### config.mk
export PLATFORM = sky130hd
export DESIGN_NAME = json_structure_bound_checker_unit
export DESIGN_NICKNAME = d
export VERILOG_FILES = /design/src/rtl/jsbc_pkg.sv /design/src/rtl/jsbc_cfg_regs.sv /design/src/rtl/jsbc_scan_core.sv /design/src/rtl/json_structure_bound_checker_unit.sv
export SDC_FILE = /design/constraint.sdc
export NUM_CORES = 1
export LEC_CHECK = 0
export ABC_AREA = 1
export BUFFER_PORTS_ARGS = -buffer_cell sky130_fd_sc_hd__buf_4
export CAP_MARGIN = 5
export CORE_AREA = 2 2 104 106
export CTS_BUF_LIST = sky130_fd_sc_hd__clkbuf_8
export DETAILED_ROUTE_END_ITERATION = 12
export DIE_AREA = 0 0 106 108
export PLACE_DENSITY = 0.73
export SLEW_MARGIN = 40
export SYNTH_ARGS = -nofsm -noshare
export SYNTH_HDL_FRONTEND = slang
export SYNTH_SLANG_ARGS = --single-unit
### constraint.sdc
create_clock -name clk -period 3.8 [get_ports clk]
set_clock_uncertainty 0.2 [all_clocks]
set_input_delay 0.38 -clock clk [delete_from_list [all_inputs] [get_ports clk]]
set_output_delay 0.38 -clock clk [all_outputs]
set_load 0.01 [all_outputs]
### src/rtl/jsbc_pkg.sv
// ----------------------------------------------------------------------------
// jsbc_pkg
// Shared types, codes and character constants for the JSON structure bound
// checker: reject causes, register indexes, limit bundle and result bundle.
// ----------------------------------------------------------------------------
package jsbc_pkg;

    // Default text capacity; sets the reset value of the length limit
    localparam int unsigned TEXT_CAPACITY_DEF = 4096;

    // Field widths
    localparam int unsigned LEN_W   = 13;
    localparam int unsigned DEPTH_W = 4;
    localparam int unsigned TOK_W   = 8;
    localparam int unsigned ZRUN_W  = 3;
    localparam int unsigned CFG_IDX_W  = 2;
    localparam int unsigned CFG_DATA_W = 13;

    // Byte count saturates here
    localparam logic [LEN_W-1:0] COUNT_MAX = '1;

    // Reset values of the depth and token limits
    localparam logic [DEPTH_W-1:0] DEPTH_LIMIT_RST = 4'd8;
    localparam logic [TOK_W-1:0]   TOKEN_LIMIT_RST = 8'd96;

    // Zero run value after which a \u0000 escape is complete
    localparam logic [ZRUN_W-1:0] ZRUN_LAST = 3'd4;

    // Characters of interest
    localparam logic [7:0] CHAR_NUL       = 8'h00;
    localparam logic [7:0] CHAR_CTRL_END  = 8'h20;
    localparam logic [7:0] CHAR_QUOTE     = 8'h22;
    localparam logic [7:0] CHAR_BACKSLASH = 8'h5C;
    localparam logic [7:0] CHAR_ZERO      = 8'h30;
    localparam logic [7:0] CHAR_LOWER_U   = 8'h75;
    localparam logic [7:0] CHAR_LBRACE    = 8'h7B;
    localparam logic [7:0] CHAR_RBRACE    = 8'h7D;
    localparam logic [7:0] CHAR_LBRACKET  = 8'h5B;
    localparam logic [7:0] CHAR_RBRACKET  = 8'h5D;
    localparam logic [7:0] CHAR_COMMA     = 8'h2C;
    localparam logic [7:0] CHAR_COLON     = 8'h3A;

    // Reject causes
    typedef enum logic [3:0] {
        CAUSE_NONE     = 4'd0,
        CAUSE_NUL      = 4'd1,
        CAUSE_CTRL     = 4'd2,
        CAUSE_U0000    = 4'd3,
        CAUSE_DEPTH    = 4'd4,
        CAUSE_CLOSE    = 4'd5,
        CAUSE_TOKENS   = 4'd6,
        CAUSE_LENGTH   = 4'd7,
        CAUSE_UNCLOSED = 4'd8
    } cause_t;

    // Configuration register indexes
    typedef enum logic [CFG_IDX_W-1:0] {
        CFG_LENGTH_LIMIT = 2'd0,
        CFG_DEPTH_LIMIT  = 2'd1,
        CFG_TOKEN_LIMIT  = 2'd2
    } cfg_index_t;

    // Current limits
    typedef struct packed {
        logic [LEN_W-1:0]   length_limit;
        logic [DEPTH_W-1:0] depth_limit;
        logic [TOK_W-1:0]   token_limit;
    } cfg_t;

    // One result transaction
    typedef struct packed {
        logic   verdict_ready;
        logic   accepted;
        cause_t reject_cause;
    } result_t;

endpackage

### src/rtl/jsbc_cfg_regs.sv
// ----------------------------------------------------------------------------
// jsbc_cfg_regs
// Limit registers of the bound checker, written through a plain write port.
// ----------------------------------------------------------------------------
module jsbc_cfg_regs #(
    parameter int unsigned TEXT_CAPACITY = jsbc_pkg::TEXT_CAPACITY_DEF
) (
    input  logic                            clk,
    input  logic                            rst_n,
    input  logic                            cfg_write_en,
    input  logic [jsbc_pkg::CFG_IDX_W-1:0]  cfg_index,
    input  logic [jsbc_pkg::CFG_DATA_W-1:0] cfg_write_data,
    output jsbc_pkg::cfg_t                  cfg
);
    import jsbc_pkg::*;

    // Length limit resets to the capacity, clipped to the counter range
    localparam logic [LEN_W-1:0] LENGTH_LIMIT_RST =
        (TEXT_CAPACITY > int'(COUNT_MAX)) ? COUNT_MAX : LEN_W'(TEXT_CAPACITY);

    cfg_t cfg_reg;
    cfg_t cfg_next;

    // Decode the write
    always_comb
    begin
        cfg_next = cfg_reg;
        if (cfg_write_en)
        begin
            unique case (cfg_index)
                CFG_LENGTH_LIMIT: cfg_next.length_limit = cfg_write_data[LEN_W-1:0];
                CFG_DEPTH_LIMIT:  cfg_next.depth_limit  = cfg_write_data[DEPTH_W-1:0];
                CFG_TOKEN_LIMIT:  cfg_next.token_limit  = cfg_write_data[TOK_W-1:0];
                default:          cfg_next = cfg_reg;
            endcase
        end
    end

    always_ff @(posedge clk or negedge rst_n)
    begin
        if (!rst_n)
        begin
            cfg_reg.length_limit <= LENGTH_LIMIT_RST;
            cfg_reg.depth_limit  <= DEPTH_LIMIT_RST;
            cfg_reg.token_limit  <= TOKEN_LIMIT_RST;
        end
        else
        begin
            cfg_reg <= cfg_next;
        end
    end

    assign cfg = cfg_reg;

endmodule

### src/rtl/jsbc_scan_core.sv
// ----------------------------------------------------------------------------
// jsbc_scan_core
// Per-text scan state and the combinational update for one byte: string and
// escape tracking, \u0000 zero run, nesting depth, token and byte counts, and
// the verdict on the last byte.
// ----------------------------------------------------------------------------
module jsbc_scan_core (
    input  logic                   clk,
    input  logic                   rst_n,
    input  logic                   step,
    input  logic [7:0]             data_byte,
    input  logic                   last_byte,
    input  jsbc_pkg::cfg_t         cfg,
    output jsbc_pkg::result_t      result
);
    import jsbc_pkg::*;

    logic               inside_string_reg,  inside_string_next;
    logic               escape_pending_reg, escape_pending_next;
    logic [DEPTH_W-1:0] nesting_depth_reg,  nesting_depth_next;
    logic [TOK_W-1:0]   token_count_reg,    token_count_next;
    logic [LEN_W-1:0]   byte_count_reg,     byte_count_next;
    logic [ZRUN_W-1:0]  zero_run_reg,       zero_run_next;
    cause_t             failure_reg,        failure_next;

    logic [TOK_W:0]     token_sum;
    logic               check_tokens;
    logic               is_open;
    logic               is_close;
    logic               is_separator;
    cause_t             verdict_cause;

    assign is_open      = (data_byte == CHAR_LBRACE) || (data_byte == CHAR_LBRACKET);
    assign is_close     = (data_byte == CHAR_RBRACE) || (data_byte == CHAR_RBRACKET);
    assign is_separator = (data_byte == CHAR_COMMA)  || (data_byte == CHAR_COLON);

    // Scan one byte against the current state
    always_comb
    begin
        inside_string_next  = inside_string_reg;
        escape_pending_next = escape_pending_reg;
        nesting_depth_next  = nesting_depth_reg;
        token_count_next    = token_count_reg;
        zero_run_next       = zero_run_reg;
        failure_next        = failure_reg;
        token_sum           = {1'b0, token_count_reg};
        check_tokens        = 1'b0;
        byte_count_next     = (byte_count_reg != COUNT_MAX) ?
                              byte_count_reg + LEN_W'(1) : byte_count_reg;

        if (failure_reg == CAUSE_NONE)
        begin
            if (data_byte == CHAR_NUL)
            begin
                failure_next = CAUSE_NUL;
            end
            else if (inside_string_reg)
            begin
                if ((zero_run_reg != '0) && (data_byte == CHAR_ZERO))
                begin
                    // Count zeros after \u; the fourth one rejects
                    zero_run_next = zero_run_reg + ZRUN_W'(1);
                    if (zero_run_reg >= ZRUN_LAST)
                    begin
                        failure_next = CAUSE_U0000;
                    end
                end
                else
                begin
                    zero_run_next = '0;
                    if (escape_pending_reg)
                    begin
                        if (data_byte == CHAR_LOWER_U)
                        begin
                            zero_run_next = ZRUN_W'(1);
                        end
                        escape_pending_next = 1'b0;
                    end
                    else if (data_byte == CHAR_BACKSLASH)
                    begin
                        escape_pending_next = 1'b1;
                    end
                    else if (data_byte == CHAR_QUOTE)
                    begin
                        inside_string_next = 1'b0;
                    end
                    else if (data_byte < CHAR_CTRL_END)
                    begin
                        failure_next = CAUSE_CTRL;
                    end
                end
            end
            else
            begin
                check_tokens = 1'b1;
                if (data_byte == CHAR_QUOTE)
                begin
                    inside_string_next = 1'b1;
                    token_sum          = {1'b0, token_count_reg} + (TOK_W+1)'(1);
                end
                else if (is_open)
                begin
                    if (({1'b0, nesting_depth_reg} + (DEPTH_W+1)'(1)) >
                        {1'b0, cfg.depth_limit})
                    begin
                        failure_next = CAUSE_DEPTH;
                        check_tokens = 1'b0;
                    end
                    else
                    begin
                        nesting_depth_next = nesting_depth_reg + DEPTH_W'(1);
                        token_sum          = {1'b0, token_count_reg} + (TOK_W+1)'(1);
                    end
                end
                else if (is_close)
                begin
                    if (nesting_depth_reg == '0)
                    begin
                        failure_next = CAUSE_CLOSE;
                        check_tokens = 1'b0;
                    end
                    else
                    begin
                        nesting_depth_next = nesting_depth_reg - DEPTH_W'(1);
                    end
                end
                else if (is_separator)
                begin
                    token_sum = {1'b0, token_count_reg} + (TOK_W+1)'(1);
                end

                if (check_tokens && (token_sum > {1'b0, cfg.token_limit}))
                begin
                    failure_next = CAUSE_TOKENS;
                end
                token_count_next = token_sum[TOK_W-1:0];
            end
        end
    end

    // Pick the verdict: length first, then the first failure, then unclosed
    always_comb
    begin
        if (byte_count_next >= cfg.length_limit)
        begin
            verdict_cause = CAUSE_LENGTH;
        end
        else if (failure_next != CAUSE_NONE)
        begin
            verdict_cause = failure_next;
        end
        else if ((nesting_depth_next != '0) || inside_string_next)
        begin
            verdict_cause = CAUSE_UNCLOSED;
        end
        else
        begin
            verdict_cause = CAUSE_NONE;
        end
    end

    // Drive the result for this byte
    always_comb
    begin
        result.verdict_ready = last_byte;
        result.accepted      = last_byte && (verdict_cause == CAUSE_NONE);
        result.reject_cause  = last_byte ? verdict_cause : CAUSE_NONE;
    end

    // Advance state on a step; clear it after the last byte
    always_ff @(posedge clk or negedge rst_n)
    begin
        if (!rst_n)
        begin
            inside_string_reg  <= 1'b0;
            escape_pending_reg <= 1'b0;
            nesting_depth_reg  <= '0;
            token_count_reg    <= '0;
            byte_count_reg     <= '0;
            zero_run_reg       <= '0;
            failure_reg        <= CAUSE_NONE;
        end
        else if (step)
        begin
            if (last_byte)
            begin
                inside_string_reg  <= 1'b0;
                escape_pending_reg <= 1'b0;
                nesting_depth_reg  <= '0;
                token_count_reg    <= '0;
                byte_count_reg     <= '0;
                zero_run_reg       <= '0;
                failure_reg        <= CAUSE_NONE;
            end
            else
            begin
                inside_string_reg  <= inside_string_next;
                escape_pending_reg <= escape_pending_next;
                nesting_depth_reg  <= nesting_depth_next;
                token_count_reg    <= token_count_next;
                byte_count_reg     <= byte_count_next;
                zero_run_reg       <= zero_run_next;
                failure_reg        <= failure_next;
            end
        end
    end

`ifndef SYNTHESIS
    // State is back to reset after the last byte of a text
    a_clear_after_last: assert property (@(posedge clk) disable iff (!rst_n)
        (step && last_byte) |=> ((byte_count_reg == '0) && (failure_reg == CAUSE_NONE)
                                 && !inside_string_reg && (nesting_depth_reg == '0)))
        else $error("scan state not cleared after last byte");

    // The first failure cause is kept for the rest of the text
    a_failure_sticky: assert property (@(posedge clk) disable iff (!rst_n)
        (step && !last_byte && (failure_reg != CAUSE_NONE)) |=>
            (failure_reg == $past(failure_reg)))
        else $error("failure cause changed within a text");

    // Zero tracking only happens inside a string
    a_zero_run_in_string: assert property (@(posedge clk) disable iff (!rst_n)
        (zero_run_reg != '0) |-> inside_string_reg)
        else $error("zero run active outside a string");
`endif

endmodule

### src/rtl/json_structure_bound_checker_unit.sv
// ----------------------------------------------------------------------------
// json_structure_bound_checker_unit
// Checks a JSON text, one byte per transaction, against length, depth and
// token bounds and reports a verdict on the last byte of each text.
// ----------------------------------------------------------------------------
// Usage:
//   Input channel  in_valid / in_stall carries data_byte and last_byte.
//   Output channel out_valid / out_stall carries verdict_ready, accepted and
//   reject_cause; exactly one output transaction follows each input one, in
//   order. verdict_ready is high only for the last byte of a text; otherwise
//   accepted and reject_cause are zero.
//   A byte is held in the input register until the scan stage loads its
//   result into the result register, which raises out_valid. Throughput
//   is one byte per cycle while the receiver does not stall, set by the
//   combinational scan update.
//   When the receiver stalls, the result register holds and the input
//   register still takes one more byte; then in_stall rises until the
//   result is taken.
//   The limit registers are written through cfg_write_en / cfg_index /
//   cfg_write_data and should change only while no text is in flight.
//   Reset empties both registers, clears the scan state and loads the
//   default limits; no clearing pass is needed.
// ----------------------------------------------------------------------------
module json_structure_bound_checker_unit #(
    parameter int unsigned TEXT_CAPACITY = jsbc_pkg::TEXT_CAPACITY_DEF
) (
    input  logic                            clk,
    input  logic                            rst_n,
    // Input byte channel
    input  logic                            in_valid,
    output logic                            in_stall,
    input  logic [7:0]                      data_byte,
    input  logic                            last_byte,
    // Result channel
    output logic                            out_valid,
    input  logic                            out_stall,
    output logic                            verdict_ready,
    output logic                            accepted,
    output logic [3:0]                      reject_cause,
    // Configuration write port
    input  logic                            cfg_write_en,
    input  logic [jsbc_pkg::CFG_IDX_W-1:0]  cfg_index,
    input  logic [jsbc_pkg::CFG_DATA_W-1:0] cfg_write_data
);
    import jsbc_pkg::*;

    cfg_t       cfg;
    result_t    scan_result;

    logic       in_valid_reg,  in_valid_next;
    logic [7:0] data_byte_reg;
    logic       last_byte_reg;
    logic       out_valid_reg, out_valid_next;
    result_t    result_reg;

    logic       in_take;
    logic       advance;
    logic       out_take;

    jsbc_cfg_regs #(
        .TEXT_CAPACITY (TEXT_CAPACITY)
    ) u_cfg_regs (
        .clk            (clk),
        .rst_n          (rst_n),
        .cfg_write_en   (cfg_write_en),
        .cfg_index      (cfg_index),
        .cfg_write_data (cfg_write_data),
        .cfg            (cfg)
    );

    jsbc_scan_core u_scan_core (
        .clk       (clk),
        .rst_n     (rst_n),
        .step      (advance),
        .data_byte (data_byte_reg),
        .last_byte (last_byte_reg),
        .cfg       (cfg),
        .result    (scan_result)
    );

    // Handshake: move the held byte into the result register when it is free
    assign out_take = out_valid_reg && !out_stall;
    assign advance  = in_valid_reg && (!out_valid_reg || !out_stall);
    assign in_stall = in_valid_reg && !advance;
    assign in_take  = in_valid && !in_stall;

    always_comb
    begin
        in_valid_next = in_valid_reg;
        if (in_take)
        begin
            in_valid_next = 1'b1;
        end
        else if (advance)
        begin
            in_valid_next = 1'b0;
        end
    end

    always_comb
    begin
        out_valid_next = out_valid_reg;
        if (advance)
        begin
            out_valid_next = 1'b1;
        end
        else if (out_take)
        begin
            out_valid_next = 1'b0;
        end
    end

    // Hold valid flags
    always_ff @(posedge clk or negedge rst_n)
    begin
        if (!rst_n)
        begin
            in_valid_reg  <= 1'b0;
            out_valid_reg <= 1'b0;
        end
        else
        begin
            in_valid_reg  <= in_valid_next;
            out_valid_reg <= out_valid_next;
        end
    end

    // Capture the input transaction
    always_ff @(posedge clk)
    begin
        if (in_take)
        begin
            data_byte_reg <= data_byte;
            last_byte_reg <= last_byte;
        end
    end

    // Capture the result transaction
    always_ff @(posedge clk)
    begin
        if (advance)
        begin
            result_reg <= scan_result;
        end
    end

    assign out_valid     = out_valid_reg;
    assign verdict_ready = result_reg.verdict_ready;
    assign accepted      = result_reg.accepted;
    assign reject_cause  = result_reg.reject_cause;

`ifndef SYNTHESIS
    // A shown result without a verdict carries no cause and no pass
    a_no_verdict_no_fields: assert property (@(posedge clk) disable iff (!rst_n)
        (out_valid_reg && !result_reg.verdict_ready) |->
            (!result_reg.accepted && (result_reg.reject_cause == CAUSE_NONE)))
        else $error("verdict fields set without verdict_ready");

    // A pass never carries a cause
    a_accept_no_cause: assert property (@(posedge clk) disable iff (!rst_n)
        (out_valid_reg && result_reg.accepted) |->
            (result_reg.verdict_ready && (result_reg.reject_cause == CAUSE_NONE)))
        else $error("accepted text reports a reject cause");

    // A scanned byte always appears as a result in the next cycle
    a_advance_shows_result: assert property (@(posedge clk) disable iff (!rst_n)
        advance |=> out_valid_reg)
        else $error("scanned byte produced no result");
`endif

endmodule

==> results by stage, run 1 <==
GRT:
- The leftover overflow at the end of global routing is 0.
- The aggregate global-route resource usage is 19.7%.
- Entering global routing, the biggest net connects 62 pins.
- The number of antenna violations at the first check in global routing was 0.
- The via count of the first global-routing pass is 4,087.
- The first-pass GRT wire length is 18.1 mm.

Detailed routing:
- The top routing layer in use is met4.
- The total iterations of the first detailed-routing run is 4.
- The remaining antenna violation count after routing is 0.
- After detailed routing, the number of vias per cell comes to 5.17.
- The met3 wire length is 344 um.
- The overall routed net length is 10.6 mm.
- In the final routed layout, each cell accounts on average for about 14 um.
- For this run, design rule violations remaining after detail routing come to 0.
- The via count is 4,035.
- The routed length on met2 is 5.55 mm.
- The wire length the detailed router placed on met1 is 4.53 mm.
- The iteration-0 DRC count of the detailed router is 213.

Place:
- The final weighted congestion in routability-driven placement is 0.930.
- During placement, the flow inserted port buffers numbering 36.
- Summing all placed instances gives a cell area of 5040 um^2.
- The half-perimeter wire length after detailed placement is 7.72 mm.

Clocking:
- After clock tree synthesis, the clock-pin slew on the worst setup and hold paths is about 0.08 ns.
- The maximum root-to-sink buffer count is 2.
- In this run the clock root is driven by a clkbuf_8.
- The number of buffers created by CTS is 9.
- TritonCTS built the clock tree.
- The maximum level of the CTS H-tree is 3.
- The worst-skew pair later-pin latency is approximately 0.36 ns.
- The clock sink count is 76.

Synth:
- The total of flip-flops plus latches after synthesis is 76.
- After synthesis, the most frequently instantiated cells are nand2_1 (125), inv_1 (105), dfrtp_1 (57), o21ai_0 (45), nor2_1 (38).
- The share of the synthesized area in the top cell type is 31.1%.
- The summed instance area of the synthesized netlist is 4580 um^2.
- Counting flops with an async set or reset pin after synthesis yields a share of about four fifths.
- The distinct cell type count after synthesis is 40.
- By area the synthesized netlist is led by dfrtp_1 (31%), nand2_1 (10%), edfxtp_1 (9.8%).
- The commonest register cell after synthesis is dfrtp_1.
- The Yosys warning count is 0.
- The most used standard cell by instance count after synthesis is nand2_1.
- Averaged over all synthesized cells, the footprint is 7.97 um^2.
- The biggest area contributor in the post-synthesis netlist is dfrtp_1.
- Summing the sequential cell areas from Yosys gives a little over two fifths of the chip area.
- When the netlist entered floorplanning its net count stood at 635.
- The number of enable flip-flop cells after synthesis is 15.
- The post-synthesis instance total is 575.

Worst setup path:
- The critical path data arrival time is between 3 and 4 ns.
- The cell repeated most along the worst path is nand2_1.
- The maximum fanout along the worst path is 4.
- STA classifies the critical path startpoint as a register.
- The logic depth of the worst register-to-register path is 26.
- Data on the critical path is required at its endpoint by ~3.8 ns.
- The maximum cell stage delay along the critical path is around 0.46 ns.
- The kind of capture point of the worst setup path is a register.
- The critical path is of the register to register type.
- The highest-delay cell along the critical path is dfrtp_2.

Finish:
- The post-route netlist has between 10% and 20% of its cells at a drive strength greater than 1.
- The number of flip-flops in the largest register is 25.
- The signed area change from the synthesized netlist to the final layout is 20.5%.
- Registers take 1980 um^2.
- The post-route standard cell area excluding fillers is 5530 um^2.
- The final net count is between 600 and 700.
- The number of antenna cells inserted is 0.
- The layout filler cell count is 935.
- In the final layout, the multi-input gates occupy 2300 um^2.

Floorplanning:
- The die covers around 11,000 um^2.
- The floorplan has 37 rows.
- The horizontal extent of the die is 106 um.
- The floorplan step set the die height to 108 um.
- The floorplan step defined a core boundary enclosing 10,200 um^2.
- Pin placement for this block handled 37 I/O pins.
- The initial core utilization is 44.8%.

Timing:
- The count of final max-slew check failures is 0.
- Setup violations remaining at the end of the flow were counted as 0.
- For this run, the top clock speed supported by timing is 264 MHz.
- Setup repair after global routing could not meet its margin everywhere.
- Final hold analysis gives a worst-case slack of 0.0582 ns.
- For the finished layout, the period the worst path requires is 3.79 ns.
- The remaining max-slew budget at the tightest pin is 50.9%.
- The final number of hold-violating endpoints is 0.
- The measured slew at the worst slew-check pin is 0.735 ns.
- After layout, the worst path uses approximately 100% of the clock period.

Power and ir drop:
- Across the VDD grid, the largest voltage drop is 218 uV.
- In this run the power density over the cells is 427 nW/um^2.
- The clock group share of total power is 23.8%.
- The logic gate share of total power is 32.9%.
- The analysis attributes to net switching a power of 871 uW.
- The total power draw is 2.36 mW.
- The internal power component is between 1 and 1.5 mW.
- The switching share of total power is 36.9%.
- The analysis attributes to cell leakage a power of 2.81 nW.
- The proportion of power drawn by flip-flops and latches is 43.3%.

Min path:
- The path category of the worst min-delay check is input pin to register.
- The number of cells on the worst hold path is 3.

Run:
- The tool flagged a number of max-cap violations equal to 0.

Run status:
- The flow ran to the end, and the final reports show no timing, DRC or antenna violations.
final timing paths:
path,to,slack [ns],from
hold / removal,in_valid_reg,0.06,in_valid
max in group asynchronous,u_scan_core.nesting_depth_reg[1],2.60,rst_n
hold reg to reg,u_cfg_regs.cfg[11],0.29,u_cfg_regs.cfg[11]
setup reg to reg,reject_cause[3],0.01,u_scan_core.nesting_depth_reg[1]
setup / recovery,reject_cause[3],0.01,u_scan_core.nesting_depth_reg[1]
min in group asynchronous,u_scan_core.escape_pending_reg,0.35,rst_n
per-stage QoR:
step	cells	worst slack [ns]	utilization (%)	setup TNS (ns)
3_5_place_dp	746	-0.125	49.3	-0.386
4_1_cts	775	0.0150	52.7	0
2_1_floorplan	575	0.131	-	0
5_1_grt	780	-0.233	54.0	-0.839
3_3_place_gp	746	0.0581	49.3	0
6_report	780	0.0132	54.0	0
cell families after synthesis:
logic type / share of synthesized area (%)
simple gates: 23.4
xor+xnor: 3.06
fa+ha+maj: 8.46
buf+inv: 9.61
compound gates: 12.3
flops: 43.2
critical path: cells and delay by family, from the launching register on:
kind                     cells  cell delay, ns
AND/OR/NAND/NOR             16            1.52
adder cells (fa/ha/maj)      3            0.74
buffers and inverters        4            0.48
flip-flops                   1            0.46
AO/OA/AOI/OAI                3            0.26
power by group through the flow:
| stage | combinational, mW | clock (mW) | sequential, mW |
|---|---|---|---|
| after global routing | 0.885 | 0.616 | 1.03 |
| after global placement | 0.686 | 0 | 1.03 |
| after CTS | 0.750 | 0.571 | 1.02 |
| final | 0.776 | 0.562 | 1.02 |
| after floorplan | 0.517 | 0 | 1.02 |
| after detailed placement | 0.719 | 0 | 1.04 |
layer usage:
layer	up-vias	GRT usage, %
met5	-	0
met4	0	6.58
li1	2002	-
met2	79	35.1
met1	1936	24.1
met3	18	3.86
area by class of cell:
class	count	area share [%]
Clock buffer	9	2.24
Clock inverter	7	0.815
Inverter	110	7.52
Multi-Input combinational cell	382	41.7
Sequential cell	76	35.9
Tap cell	136	3.08
Timing Repair Buffer	60	8.74
layout by cell type (no fill, tap or decap), drive strengths merged:
cell	netlist	routed
nand2	134	134
inv	109	111
dfrtp	57	57
buf	1	50
o21ai	48	48
nor2	44	44
ha	31	31
a21oi	29	29
nand3	27	27
edfxtp	15	15
o22ai	15	15
nand4	14	14
xor2	14	14
nor3	11	11
dlygate4sd3	0	10
clkbuf	6	9
dfstp	4	4
clkinvlp	0	3
clkinv	1	3
xnor2	2	2
nor4	2	2
o31ai	2	2
o41ai	2	2
and3	1	1
a21o	1	1
o21bai	1	1
o221ai	1	1
a22oi	1	1
a221oi	1	1
and2	1	1
what timing repair did:
| action | 4_1_cts | 5_1_grt |
|---|---|---|
| pin swaps | 9 | 19 |
| endpoints found under the hold margin | 65 | 1 |
| gates resized for setup | 9 | 23 |
| hold buffers | 9 | 1 |
| endpoints found under the setup margin | 5 | 8 |
| buffers inserted | 4 | 4 |
Power figures use the tool's default switching activity.
==> run 2: changes to the inputs <==
Settings changed: CTS_BUF_LIST sky130_fd_sc_hd__clkbuf_8 to not set.
==> run 2 against run 1 <==
Non-clock buffer count did not move. Critical endpoint unchanged. First-iteration DRC count down 0.94%. Worst hold slack about the same. Total power is 0.11% higher. Via count about the same. Clock-buffer cell count up 1.
==> results by stage, run 2 (synthesized netlist as in run 1, its figures left out) <==
Place:
- The final weighted congestion in routability-driven placement is 0.930 (unchanged).
- The number of cells after detailed placement is 746 (unchanged).
- The number of port buffers is 36 (unchanged).
- The area of placed instances is 5040 um^2 (unchanged).
- The half-perimeter wire length after detailed placement is 7.72 mm (unchanged).

Detailed routing:
- The total iterations of the first detailed-routing run is 4 (unchanged).
- The via count is 4,033 (was 4,035).
- The remaining design rule violation count is 0 (unchanged).
- The remaining antenna violation count after routing is 0 (unchanged).
- The wire length per cell after detailed routing is 13.6 um (about the same).
- The average via count per standard cell came to 5.17 (about the same).
- The iteration-0 DRC count of the detailed router came to 211 (was 213).
- The overall routed net length is 10.6 mm (about the same).

Timing:
- The total setup violations reported at the end of the flow was 0 (unchanged).
- The remaining max-slew budget at the tightest pin is 50.9% (unchanged).
- The final number of hold-violating endpoints is 0 (unchanged).
- The worst hold margin is 0.0583 ns (was 0.0582 ns).
- RSZ-0062 raised after global routing: yes (unchanged).
- The setup TNS is 0 ns (unchanged).
- The final worst-path cycle share is 99.7% (about the same).
- The time the final worst path needs with I/O delays and setup is 3.79 ns (about the same).
- The count of final max-slew check failures is 0 (unchanged).
- The measured slew at the worst slew-check pin came to 0.735 ns (unchanged).
- The achievable frequency came to 264 MHz (about the same).

Worst setup path:
- The critical path data arrival time is 3.80 ns (about the same).
- The maximum fanout along the worst path came to 4 (unchanged).
- The category of the most critical setup path is register to register (unchanged).
- The worst-case register-to-register setup slack is 0.01 ns (about the same).
- The type of element launching the critical path was a register (unchanged).
- The kind of capture point of the worst setup path is a register (unchanged).
- The cell repeated most along the worst path is nand2_1 (unchanged).
- The endpoint required time on the critical path is 3.81 ns (about the same).
- The highest-delay cell along the critical path is dfrtp_2 (unchanged).
- The maximum cell stage delay along the critical path is 0.46 ns (about the same).

Floorplanning:
- The core area is 10,200 um^2 (unchanged).
- The chip height is 108 um (unchanged).
- The number of top-level design ports is 37 (unchanged).
- The number of placement rows was 37 (unchanged).
- The initial core utilization is 44.8% (unchanged).
- The area of the die is 11,400 um^2 (unchanged).
- The horizontal extent of the die came to 106 um (unchanged).

Clocking:
- The clock sink count is 76 (unchanged).
- The maximum root-to-sink buffer count is 2 (unchanged).
- The clock tree from TritonCTS is done (unchanged).
- The number of buffers created by CTS is 9 (unchanged).
- The library cell used as clock root buffer is clkbuf_8 (unchanged).
- The clock-pin slew on the worst setup and hold paths is 0.08 ns (about the same).
- The maximum level of the CTS H-tree is 3 (unchanged).
- The worst-skew pair later-pin latency was 0.36 ns (about the same).

Power and ir drop:
- The maximum VDD drop came to 218 uV (about the same).
- The total power draw is 2.36 mW (about the same).
- The standby leakage power came to 2.80 nW (was 2.81 nW).
- The power density over the cells is 427 nW/um^2 (about the same).

Finish:
- The final net count was 699 (unchanged).
- The signed area change from the synthesized netlist to the final layout is 20.5% (unchanged).
- The layout filler cell count is 935 (unchanged).
- The fraction of layout cells with a size suffix above 1 is 19.1% (unchanged).
- The number of antenna cells inserted is 0 (unchanged).
- The post-route standard cell area excluding fillers came to 5530 um^2 (unchanged).
- Most used cells in the layout excluding fill and tap cells: nand2_1 (121), inv_1 (103), dfrtp_1 (55) (was nand2_1 (121), inv_1 (104), dfrtp_1 (55)).
- The most frequent standard cell in the layout excluding fill and tap cells is nand2_1 (unchanged).
- The area taken by multi-input logic gates was 2300 um^2 (unchanged).
- The final cell count without fillers is 780 (unchanged).
- The sequential cell area was 1980 um^2 (unchanged).
- The number of flip-flops in the largest register is 25 (unchanged).

GRT:
- The aggregate global-route resource usage was 19.7% (unchanged).
- The number of antenna violations at the first check in global routing came to 0 (unchanged).
- The leftover overflow at the end of global routing is 0 (unchanged).
- The first-pass GRT wire length is 18.1 mm (unchanged).
- The largest net degree at the start of global routing is 62 (unchanged).
- The via count of the first global-routing pass was 4,087 (unchanged).

Min path:
- The path category of the worst min-delay check is input pin to register (unchanged).

Run status:
- Result of the run: complete, no violations (unchanged).

Run:
- The max-capacitance violation count came to 0 (unchanged).
==> run 2: area by class of cell <==
| type | count | area share [%] |
|---|---|---|
| Multi-Input combinational cell | 382 | 41.7 |
| Sequential cell | 76 | 35.9 |
| Timing Repair Buffer | 60 | 8.74 |
| Inverter | 110 | 7.52 |
| Tap cell | 136 | 3.08 |
| Clock buffer | 10 | 2.31 |
| Clock inverter | 6 | 0.747 |
==> run 2: report_power, final <==
group          leakage (nW)  internal [mW]  switching (mW)
clock                0.0787          0.237           0.327
sequential            0.929          0.951          0.0693
combinational          1.80          0.301           0.475
total                  2.80           1.49           0.871
==> run 2: metrics by stage <==
step                      setup slack [ns]  util [%]
after global routing                -0.233      54.0
final                               0.0131      54.0
after detailed placement            -0.125      49.3
after CTS                           0.0150      52.7
after global placement              0.0581      49.3
after floorplan                      0.131         -
==> run 2: timing repair <==
| action | 4_1_cts | 5_1_grt |
|---|---|---|
| endpoints found under the setup margin | 5 | 8 |
| hold endpoints to repair | 65 | 1 |
| hold buffers | 9 | 1 |
| pin swaps | 9 | 19 |
| buffers inserted | 4 | 4 |
| gates resized for setup | 9 | 23 |
==> run 2: layer usage <==
metal  vias to the layer above  global-route usage (%)  share of wire [%]
met2                        80                    35.1                 52
met4                         0                    6.58                1.8
met5                         -                       0                  0
met3                        18                    3.86                3.2
met1                      1932                    24.1                 43
li1                       2003                       -                  -
==> run 2: path summary, 6_finish.rpt <==
path,startpoint,end,depth (start not counted)
setup / recovery,u_scan_core.nesting_depth_reg[1],reject_cause[3],26
hold / removal,in_valid,in_valid_reg,3
setup reg to reg,u_scan_core.nesting_depth_reg[1],reject_cause[3],26
hold reg to reg,u_cfg_regs.cfg[11],u_cfg_regs.cfg[11],2
max in group asynchronous,rst_n,u_scan_core.nesting_depth_reg[1],2
min in group asynchronous,rst_n,u_scan_core.escape_pending_reg,2
==> run 2: critical path, delay by kind of cell (launching register included) <==
family,cells,cell delay (ns)
buf+inv,4,0.48
simple gates,16,1.52
flops,1,0.46
compound gates,3,0.26
fa+ha+maj,3,0.74
